[src/hw/rtl/dbh_pkg.sv]
`default_nettype none

package dbh_pkg;

  // item operation codes
  typedef enum logic [1:0] {
    OP_TICK     = 2'd0,
    OP_RD_PRESS = 2'd1,
    OP_RD_HOLD  = 2'd2
  } op_t;

  // configuration register indexes
  typedef enum logic [1:0] {
    CFG_PRESSED_LEVEL = 2'd0,
    CFG_FIRST_HOLD    = 2'd1,
    CFG_REPEAT_HOLD   = 2'd2,
    CFG_HOLD_MASK     = 2'd3
  } cfg_idx_t;

  // fixed field widths
  localparam int unsigned RAW_W   = 3;
  localparam int unsigned IDX_W   = 2;
  localparam int unsigned TICKS_W = 16;
  localparam int unsigned IDX_SPAN = 1 << IDX_W;

  // reset values of the registers
  localparam logic               RST_PRESSED_LEVEL = 1'b0;
  localparam logic [TICKS_W-1:0] RST_FIRST_HOLD    = 16'd300;
  localparam logic [TICKS_W-1:0] RST_REPEAT_HOLD   = 16'd30;
  localparam logic [RAW_W-1:0]   RST_HOLD_MASK     = 3'd6;

  // per-lane configuration view
  typedef struct packed {
    logic               pressed_level;
    logic               hold_en;
    logic [TICKS_W-1:0] first_hold_ticks;
    logic [TICKS_W-1:0] repeat_hold_ticks;
  } lane_cfg_t;

  // per-lane controls for one accepted item
  typedef struct packed {
    logic tick;
    logic raw;
    logic clr_press;
    logic clr_hold;
  } lane_ctl_t;

  // per-lane status toward the merge stage
  typedef struct packed {
    logic stable_nxt;
    logic press_flag;
    logic hold_flag;
  } lane_stat_t;

endpackage

`default_nettype wire

[src/hw/rtl/dbh_lane.sv]
`default_nettype none

module dbh_lane #(
  parameter int unsigned COUNT_WIDTH = 16
) (
  input  wire logic               clk,
  input  wire logic               rst_n,
  input  wire dbh_pkg::lane_cfg_t cfg,
  input  wire dbh_pkg::lane_ctl_t ctl,
  output dbh_pkg::lane_stat_t     stat
);

  localparam logic [31:0] RST_COUNT = 32'd300;

  logic [2:0]             hist_r, hist_nxt;
  logic                   stable_r, stable_nxt;
  logic [COUNT_WIDTH-1:0] cnt_r, cnt_nxt, cnt_dec;
  logic                   press_r, press_nxt;
  logic                   hold_r, hold_nxt;
  logic                   agree;
  logic                   smp;

  // shift in the new sample and check for three agreeing samples
  always_comb begin
    hist_nxt   = hist_r;
    stable_nxt = stable_r;
    cnt_nxt    = cnt_r;
    press_nxt  = press_r;
    hold_nxt   = hold_r;
    cnt_dec    = cnt_r - COUNT_WIDTH'(1);
    smp        = ctl.raw;
    agree      = 1'b0;
    if (ctl.tick) begin
      hist_nxt = {hist_r[1:0], ctl.raw};
      agree    = (hist_nxt == 3'b000) || (hist_nxt == 3'b111);
      if (agree) begin
        if (stable_r != smp) begin
          stable_nxt = smp;
          if (smp == cfg.pressed_level) begin
            press_nxt = 1'b1;
            cnt_nxt   = COUNT_WIDTH'(cfg.first_hold_ticks);
          end
        end else if ((smp == cfg.pressed_level) && cfg.hold_en) begin
          // steady press: count down, fire and reload at zero
          if (cnt_dec == '0) begin
            hold_nxt = 1'b1;
            cnt_nxt  = COUNT_WIDTH'(cfg.repeat_hold_ticks);
          end else begin
            cnt_nxt = cnt_dec;
          end
        end
      end
    end
    if (ctl.clr_press) begin
      press_nxt = 1'b0;
    end
    if (ctl.clr_hold) begin
      hold_nxt = 1'b0;
    end
  end

  // lane state, reset to the released level (pin high)
  always_ff @(posedge clk) begin
    if (!rst_n) begin
      hist_r   <= {3{~dbh_pkg::RST_PRESSED_LEVEL}};
      stable_r <= ~dbh_pkg::RST_PRESSED_LEVEL;
      cnt_r    <= COUNT_WIDTH'(RST_COUNT);
      press_r  <= 1'b0;
      hold_r   <= 1'b0;
    end else begin
      hist_r   <= hist_nxt;
      stable_r <= stable_nxt;
      cnt_r    <= cnt_nxt;
      press_r  <= press_nxt;
      hold_r   <= hold_nxt;
    end
  end

  assign stat.stable_nxt = stable_nxt;
  assign stat.press_flag = press_r;
  assign stat.hold_flag  = hold_r;

endmodule

`default_nettype wire

[src/hw/rtl/button_debounce_with_hold_repeat.sv]
`default_nettype none

// Debouncer for up to NUM_BUTTONS push buttons with press and hold/repeat
// events. One lane per button runs side by side; a tick item (tuser = 0)
// samples all raw levels at once, and a query item (tuser = 1 press, 2 hold)
// reads and clears one button's sticky flag. Every item yields exactly one
// result item carrying the queried flag and the debounced levels after the
// item. One item is taken per clock unless out_tready stalls the output;
// a single output register holds the result and lets a new item in while the previous
// result is being taken. Configuration is written through cfg_wr_en /
// cfg_index / cfg_wdata and should only change while the block is idle.
module button_debounce_with_hold_repeat #(
  parameter int unsigned NUM_BUTTONS = 3,
  parameter int unsigned COUNT_WIDTH = 16
) (
  input  wire logic        clk,
  input  wire logic        rst_n,
  // configuration
  input  wire logic        cfg_wr_en,
  input  wire logic [1:0]  cfg_index,
  input  wire logic [15:0] cfg_wdata,
  // input items
  input  wire logic        in_tvalid,
  output logic             in_tready,
  input  wire logic [7:0]  in_tdata,   // [2:0] raw_levels, [4:3] button_index
  input  wire logic [1:0]  in_tuser,   // [1:0] operation
  // result items
  output logic             out_tvalid,
  input  wire logic        out_tready,
  output logic [7:0]       out_tdata   // [0] flag_value, [3:1] stable_levels
);

  localparam int unsigned RAW_W   = dbh_pkg::RAW_W;
  localparam int unsigned IDX_W   = dbh_pkg::IDX_W;
  localparam int unsigned SPAN    = dbh_pkg::IDX_SPAN;
  localparam int unsigned TICKS_W = dbh_pkg::TICKS_W;

  // configuration registers
  logic               pressed_level_r;
  logic [TICKS_W-1:0] first_hold_r;
  logic [TICKS_W-1:0] repeat_hold_r;
  logic [RAW_W-1:0]   hold_mask_r;

  always_ff @(posedge clk) begin
    if (!rst_n) begin
      pressed_level_r <= dbh_pkg::RST_PRESSED_LEVEL;
      first_hold_r    <= dbh_pkg::RST_FIRST_HOLD;
      repeat_hold_r   <= dbh_pkg::RST_REPEAT_HOLD;
      hold_mask_r     <= dbh_pkg::RST_HOLD_MASK;
    end else if (cfg_wr_en) begin
      case (dbh_pkg::cfg_idx_t'(cfg_index))
        dbh_pkg::CFG_PRESSED_LEVEL: pressed_level_r <= cfg_wdata[0];
        dbh_pkg::CFG_FIRST_HOLD:    first_hold_r    <= cfg_wdata;
        dbh_pkg::CFG_REPEAT_HOLD:   repeat_hold_r   <= cfg_wdata;
        dbh_pkg::CFG_HOLD_MASK:     hold_mask_r     <= cfg_wdata[RAW_W-1:0];
        default: ;
      endcase
    end
  end

  // input item decode
  logic               in_acc;
  dbh_pkg::op_t       in_op;
  logic [RAW_W-1:0]   in_raw;
  logic [IDX_W-1:0]   in_idx;
  logic               is_tick, is_rd_press, is_rd_hold;

  assign in_acc      = in_tvalid && in_tready;
  assign in_op       = dbh_pkg::op_t'(in_tuser);
  assign in_raw      = in_tdata[RAW_W-1:0];
  assign in_idx      = in_tdata[RAW_W+IDX_W-1:RAW_W];
  assign is_tick     = (in_op == dbh_pkg::OP_TICK);
  assign is_rd_press = (in_op == dbh_pkg::OP_RD_PRESS);
  assign is_rd_hold  = (in_op == dbh_pkg::OP_RD_HOLD);

  // one lane per button
  dbh_pkg::lane_stat_t stat [NUM_BUTTONS];

  for (genvar k = 0; k < NUM_BUTTONS; k++) begin : g_lane
    dbh_pkg::lane_cfg_t lcfg;
    dbh_pkg::lane_ctl_t lctl;

    assign lcfg.pressed_level     = pressed_level_r;
    assign lcfg.first_hold_ticks  = first_hold_r;
    assign lcfg.repeat_hold_ticks = repeat_hold_r;
    assign lctl.tick              = in_acc && is_tick;

    if (k < RAW_W) begin : g_pin
      assign lcfg.hold_en = hold_mask_r[k];
      assign lctl.raw     = in_raw[k];
    end else begin : g_nopin
      assign lcfg.hold_en = 1'b0;
      assign lctl.raw     = 1'b0;
    end

    if (k < SPAN) begin : g_query
      assign lctl.clr_press = in_acc && is_rd_press && (in_idx == IDX_W'(k));
      assign lctl.clr_hold  = in_acc && is_rd_hold && (in_idx == IDX_W'(k));
    end else begin : g_noquery
      assign lctl.clr_press = 1'b0;
      assign lctl.clr_hold  = 1'b0;
    end

    dbh_lane #(
      .COUNT_WIDTH (COUNT_WIDTH)
    ) u_lane (
      .clk   (clk),
      .rst_n (rst_n),
      .cfg   (lcfg),
      .ctl   (lctl),
      .stat  (stat[k])
    );
  end

  // merge: flags by button index, levels of the first three buttons
  logic [SPAN-1:0]  press_vec;
  logic [SPAN-1:0]  hold_vec;
  logic [RAW_W-1:0] stable_vec;

  for (genvar j = 0; j < SPAN; j++) begin : g_flags
    if (j < NUM_BUTTONS) begin : g_on
      assign press_vec[j] = stat[j].press_flag;
      assign hold_vec[j]  = stat[j].hold_flag;
    end else begin : g_off
      assign press_vec[j] = 1'b0;
      assign hold_vec[j]  = 1'b0;
    end
  end

  for (genvar j = 0; j < RAW_W; j++) begin : g_levels
    if (j < NUM_BUTTONS) begin : g_on
      assign stable_vec[j] = stat[j].stable_nxt;
    end else begin : g_off
      assign stable_vec[j] = 1'b0;
    end
  end

  logic flag_sel;

  always_comb begin
    case (in_op)
      dbh_pkg::OP_RD_PRESS: flag_sel = press_vec[in_idx];
      dbh_pkg::OP_RD_HOLD:  flag_sel = hold_vec[in_idx];
      default:              flag_sel = 1'b0;
    endcase
  end

  // output register
  logic       out_valid_r, out_valid_nxt;
  logic [7:0] out_data_r;

  assign in_tready     = !out_valid_r || out_tready;
  assign out_valid_nxt = in_acc || (out_valid_r && !out_tready);

  always_ff @(posedge clk) begin
    if (!rst_n) begin
      out_valid_r <= 1'b0;
    end else begin
      out_valid_r <= out_valid_nxt;
    end
  end

  always_ff @(posedge clk) begin
    if (in_acc) begin
      out_data_r <= {4'b0000, stable_vec, flag_sel};
    end
  end

  assign out_tvalid = out_valid_r;
  assign out_tdata  = out_data_r;

  // an accepted item always shows up as a result on the next cycle
  a_result_follows: assert property (@(posedge clk) disable iff (!rst_n)
    in_acc |=> out_tvalid)
    else $error("accepted item produced no result");

  // a tick never reports a flag
  a_tick_no_flag: assert property (@(posedge clk) disable iff (!rst_n)
    (in_acc && is_tick) |=> !out_tdata[0])
    else $error("tick reported a flag");

  // a query leaves the debounced levels untouched
  a_query_keeps_levels: assert property (@(posedge clk) disable iff (!rst_n)
    (in_acc && !is_tick) |=> (out_tdata[3:1] == $past(stable_vec)))
    else $error("query changed debounced levels");

  // a press query clears the flag it read
  a_press_cleared: assert property (@(posedge clk) disable iff (!rst_n)
    (in_acc && is_rd_press) |=> !press_vec[$past(in_idx)])
    else $error("press flag not cleared by query");

endmodule

`default_nettype wire
[config.mk]
export PLATFORM = sky130hd
export DESIGN_NAME = button_debounce_with_hold_repeat
export DESIGN_NICKNAME = d
export VERILOG_FILES = /design/src/hw/rtl/dbh_pkg.sv /design/src/hw/rtl/dbh_lane.sv /design/src/hw/rtl/button_debounce_with_hold_repeat.sv
export SDC_FILE = /design/constraint.sdc
export NUM_CORES = 1
export LEC_CHECK = 0
export CAP_MARGIN = 20
export CELL_PAD_IN_SITES_DETAIL_PLACEMENT = 1
export CELL_PAD_IN_SITES_GLOBAL_PLACEMENT = 2
export CORE_MARGIN = 5
export CORE_UTILIZATION = 41
export DETAILED_ROUTE_END_ITERATION = 10
export DONT_BUFFER_PORTS = 1
export GPL_TIMING_DRIVEN = 0
export PLACE_DENSITY_LB_ADDON = 0.1
export SYNTH_ARGS = -nofsm -noshare
export SYNTH_HDL_FRONTEND = slang
export SYNTH_SLANG_ARGS = --single-unit
[constraint.sdc]
create_clock -name clk -period 5.1 [get_ports clk]
set_input_delay 1.02 -clock clk [delete_from_list [all_inputs] [get_ports clk]]
set_output_delay 1.02 -clock clk [all_outputs]
set_load 0.1 [all_outputs]
# Yosys cells after proc, flatten, opt, wreduce, memory -nomap -nowiden
# Index checks and enable logic that the tools add are counted.
dict set report op_classes {
  n_bitwise 4
  n_lt_le_gt_ge 1
  add_sub_neg 3
  n_reduce_logical 52
  n_eq_ne 19
  n_mux 26
}
# op n
set ops {}
lappend ops {{16-bit two-way mux} 12}
lappend ops {{16-bit zero test} 3}
lappend ops {{16-bit by 1-bit subtractor with 16-bit output (second input constant)} 3}
lappend ops {{4-bit AND reduction} 6}
lappend ops {{5-bit AND reduction} 3}
lappend ops {{1-bit logical AND} 14}
lappend ops {{2-bit OR reduction} 6}
lappend ops {{1-bit two-way mux} 11}
lappend ops {{3-bit equality test (second input constant)} 3}
lappend ops {{3-bit zero test} 3}
lappend ops {{2-bit equality test (second input constant)} 4}
lappend ops {{2-bit AND reduction} 4}
lappend ops {{2-bit by 1-bit equality test with 1-bit output (second input constant)} 3}
lappend ops {{2-bit zero test} 3}
lappend ops {{2-bit != test (second input constant)} 3}
lappend ops {{2-bit nonzero test} 3}
lappend ops {{1-bit logical OR} 5}
lappend ops {{1-bit binary-select mux with 2-bit select} 2}
lappend ops {{1-bit inverter} 4}
lappend ops {{1-bit equality test} 3}
lappend ops {{2-bit by 3-bit less-than comparator with 1-bit output (second input constant)} 1}
lappend ops {{1-bit != test} 3}
lappend ops {{1-bit zero test} 2}
lappend ops {{1-bit case mux with 2 select lines} 1}
dict set report totals {
  in_bits 33
  reg_bits 104
  elab_cells 126
  output_inout_bits 10
}

# Longest topological paths before layout
dict set report depth {
  depth_word 6
  ltp_mapped 12
  ltp_nobuf 9
}

# Hierarchy
# Synthesis repeated with hierarchy kept, for this count alone.
dict set report hier_totals {
  hier_cells 825
  hier_area_um2 6891.6
}
# mod seq_area_each_um2 area_per_inst_um2 instances cells_per_inst
set by_module_without_submodules {}
lappend by_module_without_submodules {{dbh_lane at g_lane[1].u_lane ...} 420.4 1730.4 2 210}
lappend by_module_without_submodules {button_debounce_with_hold_repeat 860.8 1785.5 1 195}
lappend by_module_without_submodules {{dbh_lane at g_lane[0].u_lane} 420.4 1645.3 1 210}

# Worst setup path before layout
# No wires, ideal clock.
dict set report synth_timing {
  kind {input port to flip-flop}
  from {in out_tready}
  to {reg g_lane[2].u_lane.cnt_r[3]}
  required_time_ps 4983
  stages 10
  setup_ps 117
  path_buffers 3
  arrival_ps 3428
  path_slack_ps 1556
  cell_sequence {nand2b_1 -> nand3_1 -> clkbuf_1 -> a21oi_1 -> o21a_1 -> clkbuf_1 -> clkbuf_1 -> nand2_1 -> a21oi_1 -> nand2_1}
}
dict set report synth_via {
  elab_chain_len 4
}
# item line_no
set synth_rtl {}
lappend synth_rtl {{from (decl)} button_debounce_with_hold_repeat.sv:29} ;# input wire logic out_tready,
lappend synth_rtl {{1-bit logical OR} button_debounce_with_hold_repeat.sv:152} ;# assign in_tready = !out_valid_r || out_tready;
lappend synth_rtl {{1-bit logical AND} button_debounce_with_hold_repeat.sv:68} ;# assign in_acc = in_tvalid && in_tready;
lappend synth_rtl {{1-bit logical AND} button_debounce_with_hold_repeat.sv:86} ;# assign lctl.tick = in_acc && is_tick;
lappend synth_rtl {{4-bit AND reduction (no source line)} --}
lappend synth_rtl {{to (signal assigned)} dbh_lane.sv:67} ;# cnt_r <= COUNT_WIDTH'(RST_COUNT);
lappend synth_rtl {{to (signal assigned)} dbh_lane.sv:73} ;# cnt_r <= cnt_nxt;
lappend synth_rtl {{to (decl)} dbh_lane.sv:17} ;# logic [COUNT_WIDTH-1:0] cnt_r, cnt_nxt, cnt_dec;
# Every way passes these cells.
# A chain may end at the register's enable or synchronous reset.

# Worst setup path in the final report
dict set report layout_timing {
  from {reg out_valid_r (netlist: out_tvalid)}
  to {reg g_lane[2].u_lane.cnt_r[11]}
}
dict set report layout_via {
  elab_chain_len 5
}
# item line_no
set layout_rtl {}
lappend layout_rtl {{from (decl)} button_debounce_with_hold_repeat.sv:149} ;# logic out_valid_r, out_valid_nxt;
lappend layout_rtl {{from (signal assigned)} button_debounce_with_hold_repeat.sv:159} ;# out_valid_r <= out_valid_nxt;
lappend layout_rtl {{1-bit zero test} button_debounce_with_hold_repeat.sv:152}
lappend layout_rtl {{1-bit logical OR} button_debounce_with_hold_repeat.sv:152}
lappend layout_rtl {{via in_tready} button_debounce_with_hold_repeat.sv:24} ;# output logic in_tready,
lappend layout_rtl {{1-bit logical AND} button_debounce_with_hold_repeat.sv:68}
lappend layout_rtl {{1-bit logical AND} button_debounce_with_hold_repeat.sv:86}
lappend layout_rtl {{4-bit AND reduction (no source line)} --}
# The timed path passes the listed nets, and every way through them passes these cells.

==> impl_metrics.ini <==
[outcome]
outcome = finished, final reports clean

[global_route]
grt_pass1_vias = 5992
track_usage_pct = 25.6
overflow = 0
antenna_found_initial = 0
grt_max_degree = 21
grt_pass1_wl_um = 35200

[floorplanning]
num_rows = 44
dieArea_mm2 = 0.0174
die_w_um = 132
start_util_pct = 41.8
ios = 43
core_area_mm2 = 0.0146
fp.dieH_um = 132

[clock_network]
clkTransAtPathRegs_ps = 80
cts_buffer_depth = 2
clock-sinks = 104
cts_buffers = 9
cts_hold_buf = 0
cts_htree_levels = 3
cts_tree = yes
worstSkewPairLatency_ps = 370
root_buffer = clkbuf_16
post_cts_buffers = 0
post_cts_resized = 0

[drt]
dr.pass1.iters = 5
wl_um = 22800
viasPerCell = 6.09
num_vias = 6010
antenna_left = 0
drc_errors = 0
detail_route.iter0.violations = 341
wl_per_cell_um = 23.1

[final_layout]
drive_above_1_share_pct = 5.60
finalNetCount = 840
antennaDiodeCount = 0
syn2layout_area_growth_pct = 8.84
fin_cells = 987

[timing]
fin_skew_ps = 8.61
rsz0062_at_grt = false
setup_viol = 0
period_minus_slack_ps = 4110
maxClockFrequency_mhz = 243
slew_violations = 0
finalCritPeriodShare_pct = 80.7
setup_tns_ps = 0
max_slew_margin_pct = 25.5
worstMarginPinSlew_ps = 1120
hold_violations = 0

[worst_setup_path]
crit_top_cell = clkbuf_1
slowest_stage = dfxtp_1
worst-path-stages = 9
rr_startpoint = out_tvalid$_SDFF_PN0_
endpoint = g_lane[2].u_lane.cnt_r[11]$_SDFFE_PN0P_
crit_arrival_ps = 4410
crit_start = out_tvalid$_SDFF_PN0_
cp_top_family = simple AND/OR/NAND/NOR gates
critPathRequiredTime_ps = 5390
cpPeakStageDelay_ps = 970
cp-start-kind = flip-flop
crit_path_end_kind = flip-flop
critPathMaxFanout = 10
path_cells = nand2b_1 > nand3_1 > clkbuf_1 > a21oi_1 > o21ai_1 > clkbuf_1 > or3_1 > o211ai_1 > a31oi_1
r2r_setup_slack_ps = 990
reg2reg_depth = 9
rr_endpoint = g_lane[2].u_lane.cnt_r[11]$_SDFFE_PN0P_
crit_type = flip-flop to flip-flop
crit_buf_inv = 2

[logic_synthesis]
synth_area_leaders = dfxtp_1, nand2_1, o211ai_1
synth_top_area_share_pct = 32.8
syn_area_mm2 = 0.00610
async_flop_share_pct = 0
synth_edf_count = 4
syn_avg_cell_area_um2 = 7.78
yosys.area.top_type = dfxtp_1
yosysUniqueCellTypes = 67
ys_seq_area_share_pct = 34.8
ys.flop_type = dfxtp_1
syn-instance-count = 784
ys_seq_elements = 104
yosys_warnings = 0

[power]
ir_worst_vdd_uv = 155
p_leak_uw = 0.00220
p_per_area_mw_per_mm2 = 257

[hold_path]
min_path_type = flip-flop to flip-flop

[placement]
place_congestion = 0.892
dp_hpwl_um = 16700
place_inst = 971
port_buffers = 0

[job]
cap_violations = 0
-- cell usage after synthesis, types with 4 or more instances --
cell type,instances
or3_1,37
nand4_1,4
xnor2_1,25
buf_4,6
inv_1,12
edfxtp_1,4
a22oi_1,4
nand2b_1,6
o211ai_1,42
nand2_1,139
a21boi_0,25
a21oi_1,31
or4_1,5
nor4_1,5
nor2b_1,5
or2_2,6
xor2_1,19
buf_6,4
clkbuf_1,46
mux2i_1,7
o21ai_1,5
nor2_1,45
nand3b_1,4
nand3_1,33
nor3_1,18
o21ai_0,33
dfxtp_1,100
ha_1,9
nor3b_1,9
and3_1,10
a31oi_1,32
-- worst min-delay path: stages, from the launching register on --
cell and delay, ps:
dfxtp_1 320, nand2_1 50, a21boi_0 70
-- state kept, by name, indices dropped and copies added, names as in the netlist --
| signal | cells |
|---|---|
| g_lane.u_lane.stable_r | 3 |
| hold_mask_r | 3 |
| out_tvalid | 1 |
| first_hold_r | 16 |
| repeat_hold_r | 16 |
| g_lane.u_lane.hist_r | 6 |
| g_lane.u_lane.hold_r | 3 |
| g_lane.u_lane.cnt_r | 48 |
| out_tdata | 4 |
| g_lane.u_lane.press_r | 3 |
| pressed_level_r | 1 |
-- kinds of logic (layout without fill, tap and decap cells) --
group,after synthesis,in the layout,share of synthesized area (%)
buffers and inverters,72,88,5.35
AND/OR/NAND/NOR,345,345,28.5
multiplexers,7,7,1.15
AO/OA/AOI/OAI,202,202,22.0
other,1,4,0.0615
flip-flops,104,104,34.8
adder cells (fa/ha/maj),9,9,1.85
XOR/XNOR,44,44,6.32
-- report_power, final --
part	total (uW)	internal, uW	leakage, uW	switching (uW)
clock	727	349	0.000149	378
combinational	112	30.6	0.00121	81.0
sequential	867	831	0.000841	36.0
-- metal layers --
metal,share of wire (%),up-vias,wire (um),track usage (%)
met5,0,-,0,0
met4,2.8,0,629,9.03
met3,4.5,30,1030,3.59
met2,46,140,10600,41.0
met1,46,2991,10500,35.3
li1,-,2849,-,-
-- worst min-delay path by stage --
| stage | startpoint | endpoint | slack (ps) | depth (start not counted) |
|---|---|---|---|---|
| 2_1_floorplan | repeat_hold_r[0]$_SDFFE_PN0P_ | repeat_hold_r[0]$_SDFFE_PN0P_ | 440 | 2 |
| 3_3_place_gp | repeat_hold_r[0]$_SDFFE_PN0P_ | repeat_hold_r[0]$_SDFFE_PN0P_ | 460 | 2 |
| 3_5_place_dp | repeat_hold_r[0]$_SDFFE_PN0P_ | repeat_hold_r[0]$_SDFFE_PN0P_ | 470 | 2 |
| 4_1_cts | repeat_hold_r[0]$_SDFFE_PN0P_ | repeat_hold_r[0]$_SDFFE_PN0P_ | 480 | 2 |
| 5_1_grt | repeat_hold_r[0]$_SDFFE_PN0P_ | repeat_hold_r[0]$_SDFFE_PN0P_ | 500 | 2 |
| 6_report | repeat_hold_r[0]$_SDFFE_PN0P_ | repeat_hold_r[0]$_SDFFE_PN0P_ | 470 | 2 |
-- per-stage QoR --
step	hold WS (ps)	cell area [um^2]	total power [uW]	util [%]	setup WS, ps
detailed placement	466	6340	996	43.5	799
CTS	477	6640	1710	45.5	1010
global placement	456	6340	992	43.5	853
global route	504	6640	1750	45.5	741
floorplan	443	6110	950	-	1560
finish	474	6640	1710	45.5	985
-- area by class of cell --
type	count	area [um^2]
clock buffer	9	225
clock inverter	7	72.6
inverter	12	45.0
multi-input combinational	611	3660
buffer	60	282
fill	1817	7950
sequential	104	2120
tap	184	230
-- placed cells by master, fill, tap and decap left out, types with 4 or more instances in the layout --
cell	n
and3_1	10
nor3_1	18
nand2_1	139
o211ai_1	42
or3_1	37
nor3b_1	9
inv_1	12
a22oi_1	4
buf_6	4
xnor2_1	25
a21oi_1	31
o21ai_0	33
clkbuf_16	9
conb_1	4
mux2i_1	7
a21boi_0	25
ha_1	9
nand3b_1	4
buf_4	6
edfxtp_1	4
or2_2	6
dfxtp_1	100
nand4_1	4
o21ai_1	5
nor4_1	5
nand3_1	33
or4_1	5
nor2_1	45
xor2_1	19
nand2b_1	6
clkbuf_1	46
a31oi_1	32
nor2b_1	5
(Power assumes the default switching activity.)
